`src/hw/rtl/pal_pkg.sv`:
```
// ----------------------------------------------------------------------------
// pal_pkg
// Shared types and constants of the positional array list unit.
// ----------------------------------------------------------------------------
`default_nettype none

package pal_pkg;

   localparam int KEY_W   = 64;
   localparam int PAY_W   = 32;
   localparam int ENTRY_W = KEY_W + PAY_W;
   localparam int FUNC_W  = 3;
   localparam int POS_W   = 6;
   localparam int FPOS_W  = 5;
   localparam int COUNT_W = 6;

   // operation codes
   localparam logic [FUNC_W-1:0] FUNC_INSERT = 3'd0;
   localparam logic [FUNC_W-1:0] FUNC_DELETE = 3'd1;
   localparam logic [FUNC_W-1:0] FUNC_READ   = 3'd2;
   localparam logic [FUNC_W-1:0] FUNC_UPDATE = 3'd3;
   localparam logic [FUNC_W-1:0] FUNC_FIND   = 3'd4;
   localparam logic [FUNC_W-1:0] FUNC_CLEAR  = 3'd5;

   typedef struct packed {
      logic [FUNC_W-1:0]  func;
      logic [POS_W-1:0]   position;
      logic [KEY_W-1:0]   entry_key;
      logic [PAY_W-1:0]   entry_payload;
   } pal_req_type;

   typedef struct packed {
      logic               ok;
      logic [FPOS_W-1:0]  found_position;
      logic [KEY_W-1:0]   read_key;
      logic [PAY_W-1:0]   read_payload;
      logic [COUNT_W-1:0] entry_count;
   } pal_rsp_type;

   typedef struct packed {
      logic idle;
      logic done;
   } pal_status_type;

endpackage

`default_nettype wire

```
`src/hw/rtl/pal_ram.sv`:
```
// ----------------------------------------------------------------------------
// pal_ram
// Generic single-write, single-read synchronous RAM with registered read.
// ----------------------------------------------------------------------------
`default_nettype none

module pal_ram #(
   parameter int WIDTH = 96,
   parameter int DEPTH = 32
) (
   input  wire                       clock,
   input  wire                       wr_en,
   input  wire [$clog2(DEPTH)-1:0]   wr_addr,
   input  wire [WIDTH-1:0]           wr_data,
   input  wire                       rd_en,
   input  wire [$clog2(DEPTH)-1:0]   rd_addr,
   output logic [WIDTH-1:0]          rd_data
);

   logic [WIDTH-1:0] mem [DEPTH];
   logic [WIDTH-1:0] rd_data_ff;

   always_ff @(posedge clock) begin
      if (wr_en) begin
         mem[wr_addr] <= wr_data;
      end
      if (rd_en) begin
         rd_data_ff <= mem[rd_addr];
      end
   end

   assign rd_data = rd_data_ff;

endmodule

`default_nettype wire

```
`src/hw/rtl/pal_ctrl.sv`:
```
// ----------------------------------------------------------------------------
// pal_ctrl
// Sequencer: walks the entry memory one read and one write-back at a time
// to shift, search, read and update entries, and keeps the entry count.
// ----------------------------------------------------------------------------
`default_nettype none

module pal_ctrl #(
   parameter int CAPACITY = 32
) (
   input  wire                          clock,
   input  wire                          reset,
   input  wire                          start,
   input  wire pal_pkg::pal_req_type    req,
   input  wire                          res_take,
   output pal_pkg::pal_status_type      status,
   output pal_pkg::pal_rsp_type         res,
   output logic                         mem_wr_en,
   output logic [$clog2(CAPACITY)-1:0]  mem_wr_addr,
   output logic [pal_pkg::ENTRY_W-1:0]  mem_wr_data,
   output logic                         mem_rd_en,
   output logic [$clog2(CAPACITY)-1:0]  mem_rd_addr,
   input  wire  [pal_pkg::ENTRY_W-1:0]  mem_rd_data
);

   localparam int IW   = $clog2(CAPACITY);
   localparam int CW   = $clog2(CAPACITY + 1);
   localparam int XW   = CW + 1;
   localparam int CMPW = (CW > pal_pkg::POS_W) ? CW : pal_pkg::POS_W;

   typedef enum logic [4:0] {
      S_IDLE = 5'b00001,
      S_RD   = 5'b00010,
      S_WR   = 5'b00100,
      S_PUT  = 5'b01000,
      S_DONE = 5'b10000
   } state_type;

   state_type                   state_ff, state_in;
   logic [pal_pkg::FUNC_W-1:0]  func_ff, func_in;
   logic [pal_pkg::KEY_W-1:0]   key_ff, key_in;
   logic [pal_pkg::PAY_W-1:0]   pay_ff, pay_in;
   logic [IW-1:0]               pos_ff, pos_in;
   logic [IW-1:0]               idx_ff, idx_in;
   logic [CW-1:0]               cnt_ff, cnt_in;
   logic                        ok_ff, ok_in;
   logic [pal_pkg::FPOS_W-1:0]  fpos_ff, fpos_in;
   logic [pal_pkg::KEY_W-1:0]   rkey_ff, rkey_in;
   logic [pal_pkg::PAY_W-1:0]   rpay_ff, rpay_in;

   logic [CMPW-1:0]             pos_ext;
   logic [CMPW-1:0]             cnt_ext;
   logic [IW-1:0]               pos_idx;
   logic [pal_pkg::KEY_W-1:0]   rd_key;
   logic [pal_pkg::PAY_W-1:0]   rd_pay;

   assign pos_ext = CMPW'(req.position);
   assign cnt_ext = CMPW'(cnt_ff);
   assign pos_idx = IW'(req.position);
   assign rd_key  = mem_rd_data[pal_pkg::ENTRY_W-1:pal_pkg::PAY_W];
   assign rd_pay  = mem_rd_data[pal_pkg::PAY_W-1:0];

   always_comb begin
      state_in    = state_ff;
      func_in     = func_ff;
      key_in      = key_ff;
      pay_in      = pay_ff;
      pos_in      = pos_ff;
      idx_in      = idx_ff;
      cnt_in      = cnt_ff;
      ok_in       = ok_ff;
      fpos_in     = fpos_ff;
      rkey_in     = rkey_ff;
      rpay_in     = rpay_ff;
      mem_wr_en   = 1'b0;
      mem_wr_addr = idx_ff;
      mem_wr_data = mem_rd_data;
      mem_rd_en   = 1'b0;
      mem_rd_addr = idx_ff;

      case (state_ff)
         S_IDLE: begin
            if (start) begin
               func_in  = req.func;
               key_in   = req.entry_key;
               pay_in   = req.entry_payload;
               pos_in   = pos_idx;
               ok_in    = 1'b0;
               fpos_in  = '0;
               rkey_in  = '0;
               rpay_in  = '0;
               state_in = S_DONE;
               case (req.func)
                  pal_pkg::FUNC_INSERT: begin
                     if (cnt_ext < CMPW'(CAPACITY) && pos_ext <= cnt_ext) begin
                        idx_in   = IW'(cnt_ff);
                        state_in = (pos_ext == cnt_ext) ? S_PUT : S_RD;
                     end
                  end
                  pal_pkg::FUNC_DELETE: begin
                     if (pos_ext < cnt_ext) begin
                        idx_in = pos_idx;
                        if (XW'(pos_idx) + XW'(1) < XW'(cnt_ff)) begin
                           state_in = S_RD;
                        end else begin
                           cnt_in = cnt_ff - CW'(1);
                           ok_in  = 1'b1;
                        end
                     end
                  end
                  pal_pkg::FUNC_READ: begin
                     if (pos_ext < cnt_ext) begin
                        idx_in   = pos_idx;
                        state_in = S_RD;
                     end
                  end
                  pal_pkg::FUNC_UPDATE: begin
                     if (pos_ext < cnt_ext) begin
                        idx_in   = pos_idx;
                        state_in = S_PUT;
                     end
                  end
                  pal_pkg::FUNC_FIND: begin
                     idx_in = '0;
                     if (cnt_ff != '0) begin
                        state_in = S_RD;
                     end
                  end
                  pal_pkg::FUNC_CLEAR: begin
                     cnt_in = '0;
                     ok_in  = 1'b1;
                  end
                  default: begin
                  end
               endcase
            end
         end

         S_RD: begin
            mem_rd_en = 1'b1;
            case (func_ff)
               pal_pkg::FUNC_INSERT: mem_rd_addr = idx_ff - IW'(1);
               pal_pkg::FUNC_DELETE: mem_rd_addr = idx_ff + IW'(1);
               default:              mem_rd_addr = idx_ff;
            endcase
            state_in = S_WR;
         end

         S_WR: begin
            case (func_ff)
               pal_pkg::FUNC_INSERT: begin
                  // move entry idx-1 up into idx
                  mem_wr_en = 1'b1;
                  idx_in    = idx_ff - IW'(1);
                  state_in  = (idx_ff - IW'(1) == pos_ff) ? S_PUT : S_RD;
               end
               pal_pkg::FUNC_DELETE: begin
                  // move entry idx+1 down into idx
                  mem_wr_en = 1'b1;
                  idx_in    = idx_ff + IW'(1);
                  if (XW'(idx_ff) + XW'(2) < XW'(cnt_ff)) begin
                     state_in = S_RD;
                  end else begin
                     cnt_in   = cnt_ff - CW'(1);
                     ok_in    = 1'b1;
                     state_in = S_DONE;
                  end
               end
               pal_pkg::FUNC_READ: begin
                  ok_in    = 1'b1;
                  rkey_in  = rd_key;
                  rpay_in  = rd_pay;
                  state_in = S_DONE;
               end
               pal_pkg::FUNC_FIND: begin
                  if (rd_key == key_ff) begin
                     ok_in    = 1'b1;
                     fpos_in  = pal_pkg::FPOS_W'(idx_ff);
                     rkey_in  = rd_key;
                     rpay_in  = rd_pay;
                     state_in = S_DONE;
                  end else if (CW'(idx_ff) + CW'(1) == cnt_ff) begin
                     state_in = S_DONE;
                  end else begin
                     idx_in   = idx_ff + IW'(1);
                     state_in = S_RD;
                  end
               end
               default: begin
                  state_in = S_DONE;
               end
            endcase
         end

         S_PUT: begin
            mem_wr_en   = 1'b1;
            mem_wr_data = {key_ff, pay_ff};
            ok_in       = 1'b1;
            if (func_ff == pal_pkg::FUNC_INSERT) begin
               cnt_in = cnt_ff + CW'(1);
            end
            state_in = S_DONE;
         end

         S_DONE: begin
            // hold the result until the output register takes it
            if (res_take) begin
               state_in = S_IDLE;
            end
         end

         default: begin
            state_in = S_IDLE;
         end
      endcase
   end

   always_ff @(posedge clock) begin
      if (reset) begin
         state_ff <= S_IDLE;
         cnt_ff   <= '0;
      end else begin
         state_ff <= state_in;
         cnt_ff   <= cnt_in;
      end
      func_ff <= func_in;
      key_ff  <= key_in;
      pay_ff  <= pay_in;
      pos_ff  <= pos_in;
      idx_ff  <= idx_in;
      ok_ff   <= ok_in;
      fpos_ff <= fpos_in;
      rkey_ff <= rkey_in;
      rpay_ff <= rpay_in;
   end

   assign status.idle        = (state_ff == S_IDLE);
   assign status.done        = (state_ff == S_DONE);
   assign res.ok             = ok_ff;
   assign res.found_position = fpos_ff;
   assign res.read_key       = rkey_ff;
   assign res.read_payload   = rpay_ff;
   assign res.entry_count    = pal_pkg::COUNT_W'(cnt_ff);

endmodule

`default_nettype wire

```
`src/hw/rtl/positional_array_list_unit.sv`:
```
// ----------------------------------------------------------------------------
// positional_array_list_unit
// Bounded positional list of key/payload entries kept in one entry memory.
// ----------------------------------------------------------------------------
// Usage:
//   A request transaction (req_valid / req_stall) carries func, position,
//   entry_key and entry_payload. Each request produces exactly one response
//   transaction (rsp_valid / rsp_stall) with ok, found_position, read_key,
//   read_payload and the entry count after the operation.
//   One request is processed at a time; req_stall is high while the
//   sequencer is busy. Every touched entry takes one memory read and
//   one write-back or compare on the single entry memory:
//     clear, failed checks, delete of the last entry: no entry access
//     update: one write; read: one read
//     insert at p with count n: n-p entries moved up, then one write
//     delete at p with count n: n-p-1 entries moved down
//     find hitting position i: i+1 entries compared, a miss n
//   Reset empties the list at once; the memory is not cleared.
//   A stalled response waits in the output register while the next request
//   is already accepted and processed; that request's result is held in the
//   sequencer until the output register frees up.
// ----------------------------------------------------------------------------
`default_nettype none

module positional_array_list_unit #(
   parameter int CAPACITY = 32
) (
   input  wire         clock,
   input  wire         reset,
   input  wire         req_valid,
   output logic        req_stall,
   input  wire  [2:0]  req_func,
   input  wire  [5:0]  req_position,
   input  wire  [63:0] req_entry_key,
   input  wire  [31:0] req_entry_payload,
   output logic        rsp_valid,
   input  wire         rsp_stall,
   output logic        rsp_ok,
   output logic [4:0]  rsp_found_position,
   output logic [63:0] rsp_read_key,
   output logic [31:0] rsp_read_payload,
   output logic [5:0]  rsp_entry_count
);

   localparam int IW = $clog2(CAPACITY);

   pal_pkg::pal_req_type     req;
   pal_pkg::pal_rsp_type     res;
   pal_pkg::pal_status_type  status;
   logic                     res_take;
   logic                     load;

   logic                        mem_wr_en;
   logic [IW-1:0]               mem_wr_addr;
   logic [pal_pkg::ENTRY_W-1:0] mem_wr_data;
   logic                        mem_rd_en;
   logic [IW-1:0]               mem_rd_addr;
   logic [pal_pkg::ENTRY_W-1:0] mem_rd_data;

   logic                  rsp_valid_ff, rsp_valid_in;
   pal_pkg::pal_rsp_type  rsp_ff, rsp_in;

   assign req.func          = req_func;
   assign req.position      = req_position;
   assign req.entry_key     = req_entry_key;
   assign req.entry_payload = req_entry_payload;

   assign req_stall = !status.idle;

   pal_ctrl #(
      .CAPACITY (CAPACITY)
   ) u_ctrl (
      .clock       (clock),
      .reset       (reset),
      .start       (req_valid),
      .req         (req),
      .res_take    (res_take),
      .status      (status),
      .res         (res),
      .mem_wr_en   (mem_wr_en),
      .mem_wr_addr (mem_wr_addr),
      .mem_wr_data (mem_wr_data),
      .mem_rd_en   (mem_rd_en),
      .mem_rd_addr (mem_rd_addr),
      .mem_rd_data (mem_rd_data)
   );

   pal_ram #(
      .WIDTH (pal_pkg::ENTRY_W),
      .DEPTH (CAPACITY)
   ) u_entries (
      .clock   (clock),
      .wr_en   (mem_wr_en),
      .wr_addr (mem_wr_addr),
      .wr_data (mem_wr_data),
      .rd_en   (mem_rd_en),
      .rd_addr (mem_rd_addr),
      .rd_data (mem_rd_data)
   );

   // output register: free when empty or being drained this cycle
   assign res_take = !rsp_valid_ff || !rsp_stall;
   assign load     = status.done && res_take;

   always_comb begin
      rsp_in       = rsp_ff;
      rsp_valid_in = rsp_valid_ff && rsp_stall;
      if (load) begin
         rsp_in       = res;
         rsp_valid_in = 1'b1;
      end
   end

   always_ff @(posedge clock) begin
      if (reset) begin
         rsp_valid_ff <= 1'b0;
      end else begin
         rsp_valid_ff <= rsp_valid_in;
      end
      rsp_ff <= rsp_in;
   end

   assign rsp_valid          = rsp_valid_ff;
   assign rsp_ok             = rsp_ff.ok;
   assign rsp_found_position = rsp_ff.found_position;
   assign rsp_read_key       = rsp_ff.read_key;
   assign rsp_read_payload   = rsp_ff.read_payload;
   assign rsp_entry_count    = rsp_ff.entry_count;

endmodule

`default_nettype wire
```
`config.mk`:
```
export PLATFORM = sky130hd
export DESIGN_NAME = positional_array_list_unit
export DESIGN_NICKNAME = d
export VERILOG_FILES = /design/src/hw/rtl/pal_pkg.sv /design/src/hw/rtl/pal_ram.sv /design/src/hw/rtl/pal_ctrl.sv /design/src/hw/rtl/positional_array_list_unit.sv
export SDC_FILE = /design/constraint.sdc
export NUM_CORES = 2
export LEC_CHECK = 0
export BUFFER_PORTS_ARGS = -buffer_cell sky130_fd_sc_hd__buf_4
export CORE_MARGIN = 3
export CORE_UTILIZATION = 50
export DETAILED_ROUTE_END_ITERATION = 7
export PLACE_DENSITY = 0.66
export SYNTH_ARGS = -nofsm -noshare
export SYNTH_HDL_FRONTEND = slang
export SYNTH_SLANG_ARGS = --single-unit
```
`constraint.sdc`:
```
create_clock -name clock -period 12.9 [get_ports clock]
set_input_delay 1.935 -clock clock [delete_from_list [all_inputs] [get_ports clock]]
set_output_delay 1.935 -clock clock [all_outputs]
set_load 0.01 [all_outputs]
```
======== After elaboration in Yosys (flattened, before gate mapping) ========
Memories as Yosys holds them, arrays and structs flattened. A register that Yosys moved wholly into a read port is not among the register bits.
Index checks and enable logic that the tools add are counted.
cells by class
  $add $sub $neg .......................... 7
  $lt $le $gt $ge ......................... 5
  equality and inequality tests ........... 37
  multiplexer cells ....................... 61
  reductions and logical operators ........ 21
operators with widths
  kind                   number
  $pmux W64 S2           2
  $mux W64               2
  $pmux W32 S2           2
  $mux W5                20
  $mux W96               1
  $eq A64 B64 Y1         1
  $mux W32               2
  $pmux W5 S5            2
  $pmux W5 S3            3
  $mux W6                6
  $pmux W5 S2            3
  $pmux W6 S3            1
  $reduce_and A8 Y1      2
  $ne A3 B2 Y1 const B   5
  $lt A7 B6 Y1           2
  $add A5 B1 Y6 const B  2
  $eq A6 B6 Y1           2
  $ne A3 B3 Y1 const B   4
  $pmux W6 S2            1
  $mux W1                10
  $eq A3 B2 Y1 const B   3
  $eq A3 B3 Y1 const B   3
  $mux W4                2
  $ne A2 B1 Y1 const B   4
  33 further kinds       46
word-level totals
  flip-flop bits (word level) ............. 331
  bits in writable memories ............... 3072
  input port bits ......................... 109
  output and inout bits ................... 110
  logic and storage cells ................. 149
  memories kept ........................... 1
memories
  name           depth  bits a word  rd ports  clocked after Yosys merged registers in  write ports  line           text
  u_entries.mem  32     96           1         1                                        1            pal_ram.sv:20  logic [WIDTH-1:0] mem [DEPTH];

======== Logic depth before layout (Yosys ltp) ========
  word-level depth ........................ 7
  depth in mapped cells ................... 16
  gate-level depth less buffers ........... 10

======== Modules after synthesis ========
From an unflattened synthesis, not the netlist that was laid out.
second synthesis, totals
  cell total of the unflattened synthesis .. 6739
  area total of the unflattened synthesis .. 133782.1 sq um
modules (own cells, without submodules)
  module                      instances  cells an instance  area each (sq um)  seq. area each (sq um)
  pal_ram                     1          5604               119453.3           95131.2
  pal_ctrl                    1          1021               11043.1            6556.3
  positional_array_list_unit  1          114                3285.7             3263.1

======== Least setup slack after synthesis ========
OpenSTA, ideal clock, no wires.
  kind .................................... reg-to-reg
  from .................................... register u_ctrl.key_ff[62] (netlist bit)
  to ...................................... register u_ctrl.rkey_ff[0] (netlist bit) (enable)
  library setup time ...................... 691 ps
  arrival ................................. 8310 ps
  required time ........................... 12209 ps
  slack ................................... 3899 ps
  cell stages (with the launch flop) ...... 8
  buffers on the path ..................... 0
  period minus slack after synthesis ...... 9001 ps
  path through ............................ edfxtp_1 xnor2_1 nand4_1 nor4_1 nand4_1 nor3_1 a21oi_1 o31ai_1
between the ends
  cells in the longest elaborated chain, start to end .. 3
RTL lines
  item                                line             text
  start: declaration                  pal_ctrl.sv:41   logic [pal_pkg::KEY_W-1:0] key_ff, key_in;
  start signal: assignment            pal_ctrl.sv:227  key_ff <= key_in;
  $eq A64 B64 Y1                      pal_ctrl.sv:176  if (rd_key == key_ff) begin
  $ne A3 B2 Y1 (no source line)       -
  $reduce_and A4 Y1 (no source line)  -
  end signal: assignment              pal_ctrl.sv:233  rkey_ff <= rkey_in;
  end: declaration                    pal_ctrl.sv:48   logic [pal_pkg::KEY_W-1:0] rkey_ff, rkey_in;
No other way between the ends.
A chain may end at the register's enable or synchronous reset.

======== Final worst setup path ========
  from .................................... register u_ctrl.idx_ff[0], in the netlist u_ctrl.mem_wr_addr[0]
  to ...................................... register u_entries.rd_data_ff[28], in the netlist u_entries.rd_data[28], read port of u_entries.mem (data pin)
between the ends
  cells in the longest elaborated chain, start to end .. 3
  elaborated cells on any way between the ends .. 4
  classes of those cells .................. add/sub: 2; mux: 2
RTL lines
  item                                            line                              text
  start: declaration                              pal_ctrl.sv:44                    logic [IW-1:0] idx_ff, idx_in;
  start signal: assignment                        pal_ctrl.sv:230                   idx_ff <= idx_in;
  $add A5 B1 Y5 or $sub A5 B1 Y5 (tied branches)  pal_ctrl.sv:143, pal_ctrl.sv:142
  $pmux W5 S2                                     pal_ctrl.sv:141                   case (func_ff)
  $mux W5 *                                       pal_ctrl.sv:81                    case (state_ff)
  end: declaration                                pal_ram.sv:21                     logic [WIDTH-1:0] rd_data_ff;
Every way passes the cells marked *; elsewhere a longest branch is shown, timed or not.

==> impl_metrics.env <==
export IMPL_outcome="finished, final reports clean"
export IMPL_synth_cells=7948
export IMPL_p_per_area_nw_per_um2=187
export IMPL_initial_core_util_pct=50.4
export IMPL_core_um2=258000
export IMPL_worst_clock_skew_ps=89.9
export IMPL_rr_endpoint="u_entries.rd_data[28]"
export IMPL_min_delay_path_depth=0
export IMPL_cts_root_buf="clkbuf_16"
export IMPL_slew_headroom_pct=12.2
export IMPL_rsz0062_at_grt="false"
export IMPL_syn_nets=8085
export IMPL_worstPathMaxFanout=156
export IMPL_ant_nets=0
export IMPL_place_gp_congestion=0.816
export IMPL_final_setup_tns_ps=0
export IMPL_tightest_slew_ps=1310
export IMPL_cts_resized=0
export IMPL_dieArea_um2=266000
export IMPL_die_h_um=516
export IMPL_pre_cts_ws_ps=6710
export IMPL_reg2reg_from="u_ctrl.mem_wr_addr[0]"
export IMPL_hold_viol=0
export IMPL_hold_start="u_ctrl.rkey_ff[28]"
export IMPL_synth_area_leaders="edfxtp_1 (81%), o22ai_1 (5.0%), nor3_1 (3.7%)"
export IMPL_r2r_setup_slack_ps=6420
export IMPL_grt_pass1_vias=75200
export IMPL_synth_area_um2=130000
export IMPL_routed_wl_mm=391
export IMPL_fillers=19200
export IMPL_dpl_hpwl_mm=176
export IMPL_path_class="flop to flop"
export IMPL_vdd_ir_drop_max_v=0.000181
export IMPL_synthArstFlopShare_pct=0
export IMPL_clockBufferDepth=4
export IMPL_yosysUniqueCellTypes=79
export IMPL_clk_pin_slew_ps=60
export IMPL_clock_latency_ps=1000
export IMPL_worst_setup_path_start_kind="flop"
export IMPL_port_buffers=218
export IMPL_period_share_pct=50.3
export IMPL_drc=0
export IMPL_cts_buffers=363
export IMPL_synth_edf_count=3487
export IMPL_seq_area_frac_synth_pct=80.8
export IMPL_post_cts_buffers=0
export IMPL_ys_flop_type="edfxtp_1"
export IMPL_setup_viol=0
export IMPL_cts_sinks=3499
export IMPL_synth_common_cells="edfxtp_1 (3487), o22ai_1 (1047), nor3_1 (954)"
export IMPL_cts_tree="done"
export IMPL_ys_ff_latch=3499
export IMPL_area_growth_pct=12.8
export IMPL_antenna_found_initial=21
export IMPL_hold_buffers=0
export IMPL_via_count=79100
export IMPL_cts_max_level=5
export IMPL_die_w_um=516
export IMPL_power_w=0.0275
export IMPL_clock_fmax_ghz=0.154
export IMPL_via_per_inst=6.70
export IMPL_syn_area_per_cell_um2=16.3
export IMPL_layout_nets=8288
export IMPL_power_leakage_nw=46.1
export IMPL_rows=186
export IMPL_synthDominantAreaCellType="edfxtp_1"
export IMPL_drt_pass1_iterations=7
export IMPL_maxSlewViolCount=0
export IMPL_drv_cap=0
export IMPL_worstRegToRegCells=12
export IMPL_ioPinCount=219
export IMPL_min_path_type="flop to flop"
export IMPL_synth_top_area_share_pct=80.6
export IMPL_setup_ws_ps=6420
export IMPL_wire_per_inst_um=33.1
export IMPL_drive_above_1_share_pct=11.3
export IMPL_grt_total_usage_pct=28.7
export IMPL_grt_ovfl_total=0
export IMPL_required_ps=13570
export IMPL_min_to="rsp_read_key[28]"
export IMPL_yosysMostFrequentCell="edfxtp_1"
export IMPL_worst_ep_arrival_time_ps=7150
export IMPL_yosys_warnings=0
export IMPL_grt_pass1_wl_mm=548
export IMPL_grt_max_degree=165
export IMPL_period_needed_ps=6480
export IMPL_drtIter0Drc=12700
export IMPL_cp_end_kind="flop"
-- cells by family after synthesis --
logic type	Yosys count	share of synthesized area, %
compound gates	1569	7.56
buf+inv	541	1.87
flops	3499	80.8
fa+ha+maj	28	0.270
xor+xnor	90	0.618
simple gates	2096	7.92
mux	125	0.986
-- critical path, cell delays in order (launching register included) --
cell and delay (ps):
edfxtp_1 330, buf_4 360, inv_1 410, ha_1 590, xor2_1 660, nor4_1 160
a31oi_4 860, buf_4 870, buf_12 600, o22ai_1 160, nor3_1 250, nor3_1 90
nor4_1 510
-- sequential cells by signal (all words and copies together), names as in the netlist, 6 cells and up --
register / count
rsp_entry_count: 6
rsp_read_key: 64
rsp_read_payload: 32
u_ctrl.cnt_ext: 6
u_ctrl.key_ff: 64
u_ctrl.pay_ff: 32
u_ctrl.rkey_ff: 64
u_ctrl.rpay_ff: 32
u_entries.mem: 3072
u_entries.rd_data: 96
-- per-stage QoR --
step | std cells | util (%) | hold slack (ps) | instance area (µm²)
after floorplan | 7948 | - | 400 | 130000
final | 11800 | 56.9 | 394 | 147000
after global routing | 11800 | 56.9 | 413 | 147000
after CTS | 11800 | 56.9 | 403 | 147000
after global placement | 11200 | 52.5 | 404 | 135000
after detailed placement | 11200 | 52.5 | 405 | 135000
-- per-layer routing --
metal / part of all wire, % / track usage [%]
met1: 37 / 40.7
met2: 46 / 44.2
met3: 13 / 6.39
met4: 3.5 / 9.84
met5: 0.010 / 0
-- final cells by class --
cell class	count	area (µm²)	share of cell area (%)
antenna	6	15.0	0.0102
clock buffer	447	9570	6.53
clock inverter	181	1680	1.14
inverter	17	68.8	0.0470
multi-input combinational	3908	23000	15.7
sequential	3499	105000	71.6
tap	3384	4230	2.89
timing repair buffer	362	3060	2.08
-- report_power, final --
part	switching [W]	internal, W
Combinational	0.00312	0.00135
Clock	0.00419	0.00586
Sequential	0.000193	0.0128
Total	0.00751	0.0200
-- how the worst max path moves through the flow --
| stage | end | startpoint | slack [ps] |
|---|---|---|---|
| 2_1_floorplan | u_ctrl.rkey_ff[0] | u_ctrl.key_ff[62] | 3900 |
| 3_3_place_gp | u_entries.rd_data[23] | u_ctrl.mem_wr_addr[0] | 6760 |
| 3_5_place_dp | u_entries.rd_data[23] | u_ctrl.mem_wr_addr[0] | 6710 |
| 4_1_cts | u_entries.rd_data[23] | u_ctrl.mem_wr_addr[0] | 6660 |
| 5_1_grt | u_entries.rd_data[59] | u_ctrl.mem_wr_addr[0] | 6050 |
| 6_report | u_entries.rd_data[28] | u_ctrl.mem_wr_addr[0] | 6420 |
-- cell usage in the layout, fill, tap and decap left out, types with 12 or more instances in the layout --
| cell type | count |
|---|---|
| a21oi_1 | 119 |
| nor2_4 | 29 |
| buf_12 | 27 |
| nand3_1 | 24 |
| o22ai_1 | 1047 |
| xnor2_1 | 79 |
| dfxtp_1 | 12 |
| nand4_1 | 21 |
| clkinv_2 | 55 |
| bufinv_16 | 31 |
| clkbuf_16 | 371 |
| inv_1 | 15 |
| nor4_2 | 37 |
| buf_4 | 335 |
| nor4_1 | 159 |
| mux2i_1 | 113 |
| ha_1 | 28 |
| edfxtp_1 | 3487 |
| o21ai_0 | 209 |
| o221ai_1 | 103 |
| nand2_1 | 316 |
| clkinv_1 | 75 |
| and2_1 | 103 |
| nor2_1 | 409 |
| nor3_1 | 950 |
| clkbuf_1 | 76 |
No activity file was read; power rests on OpenSTA's default activity.
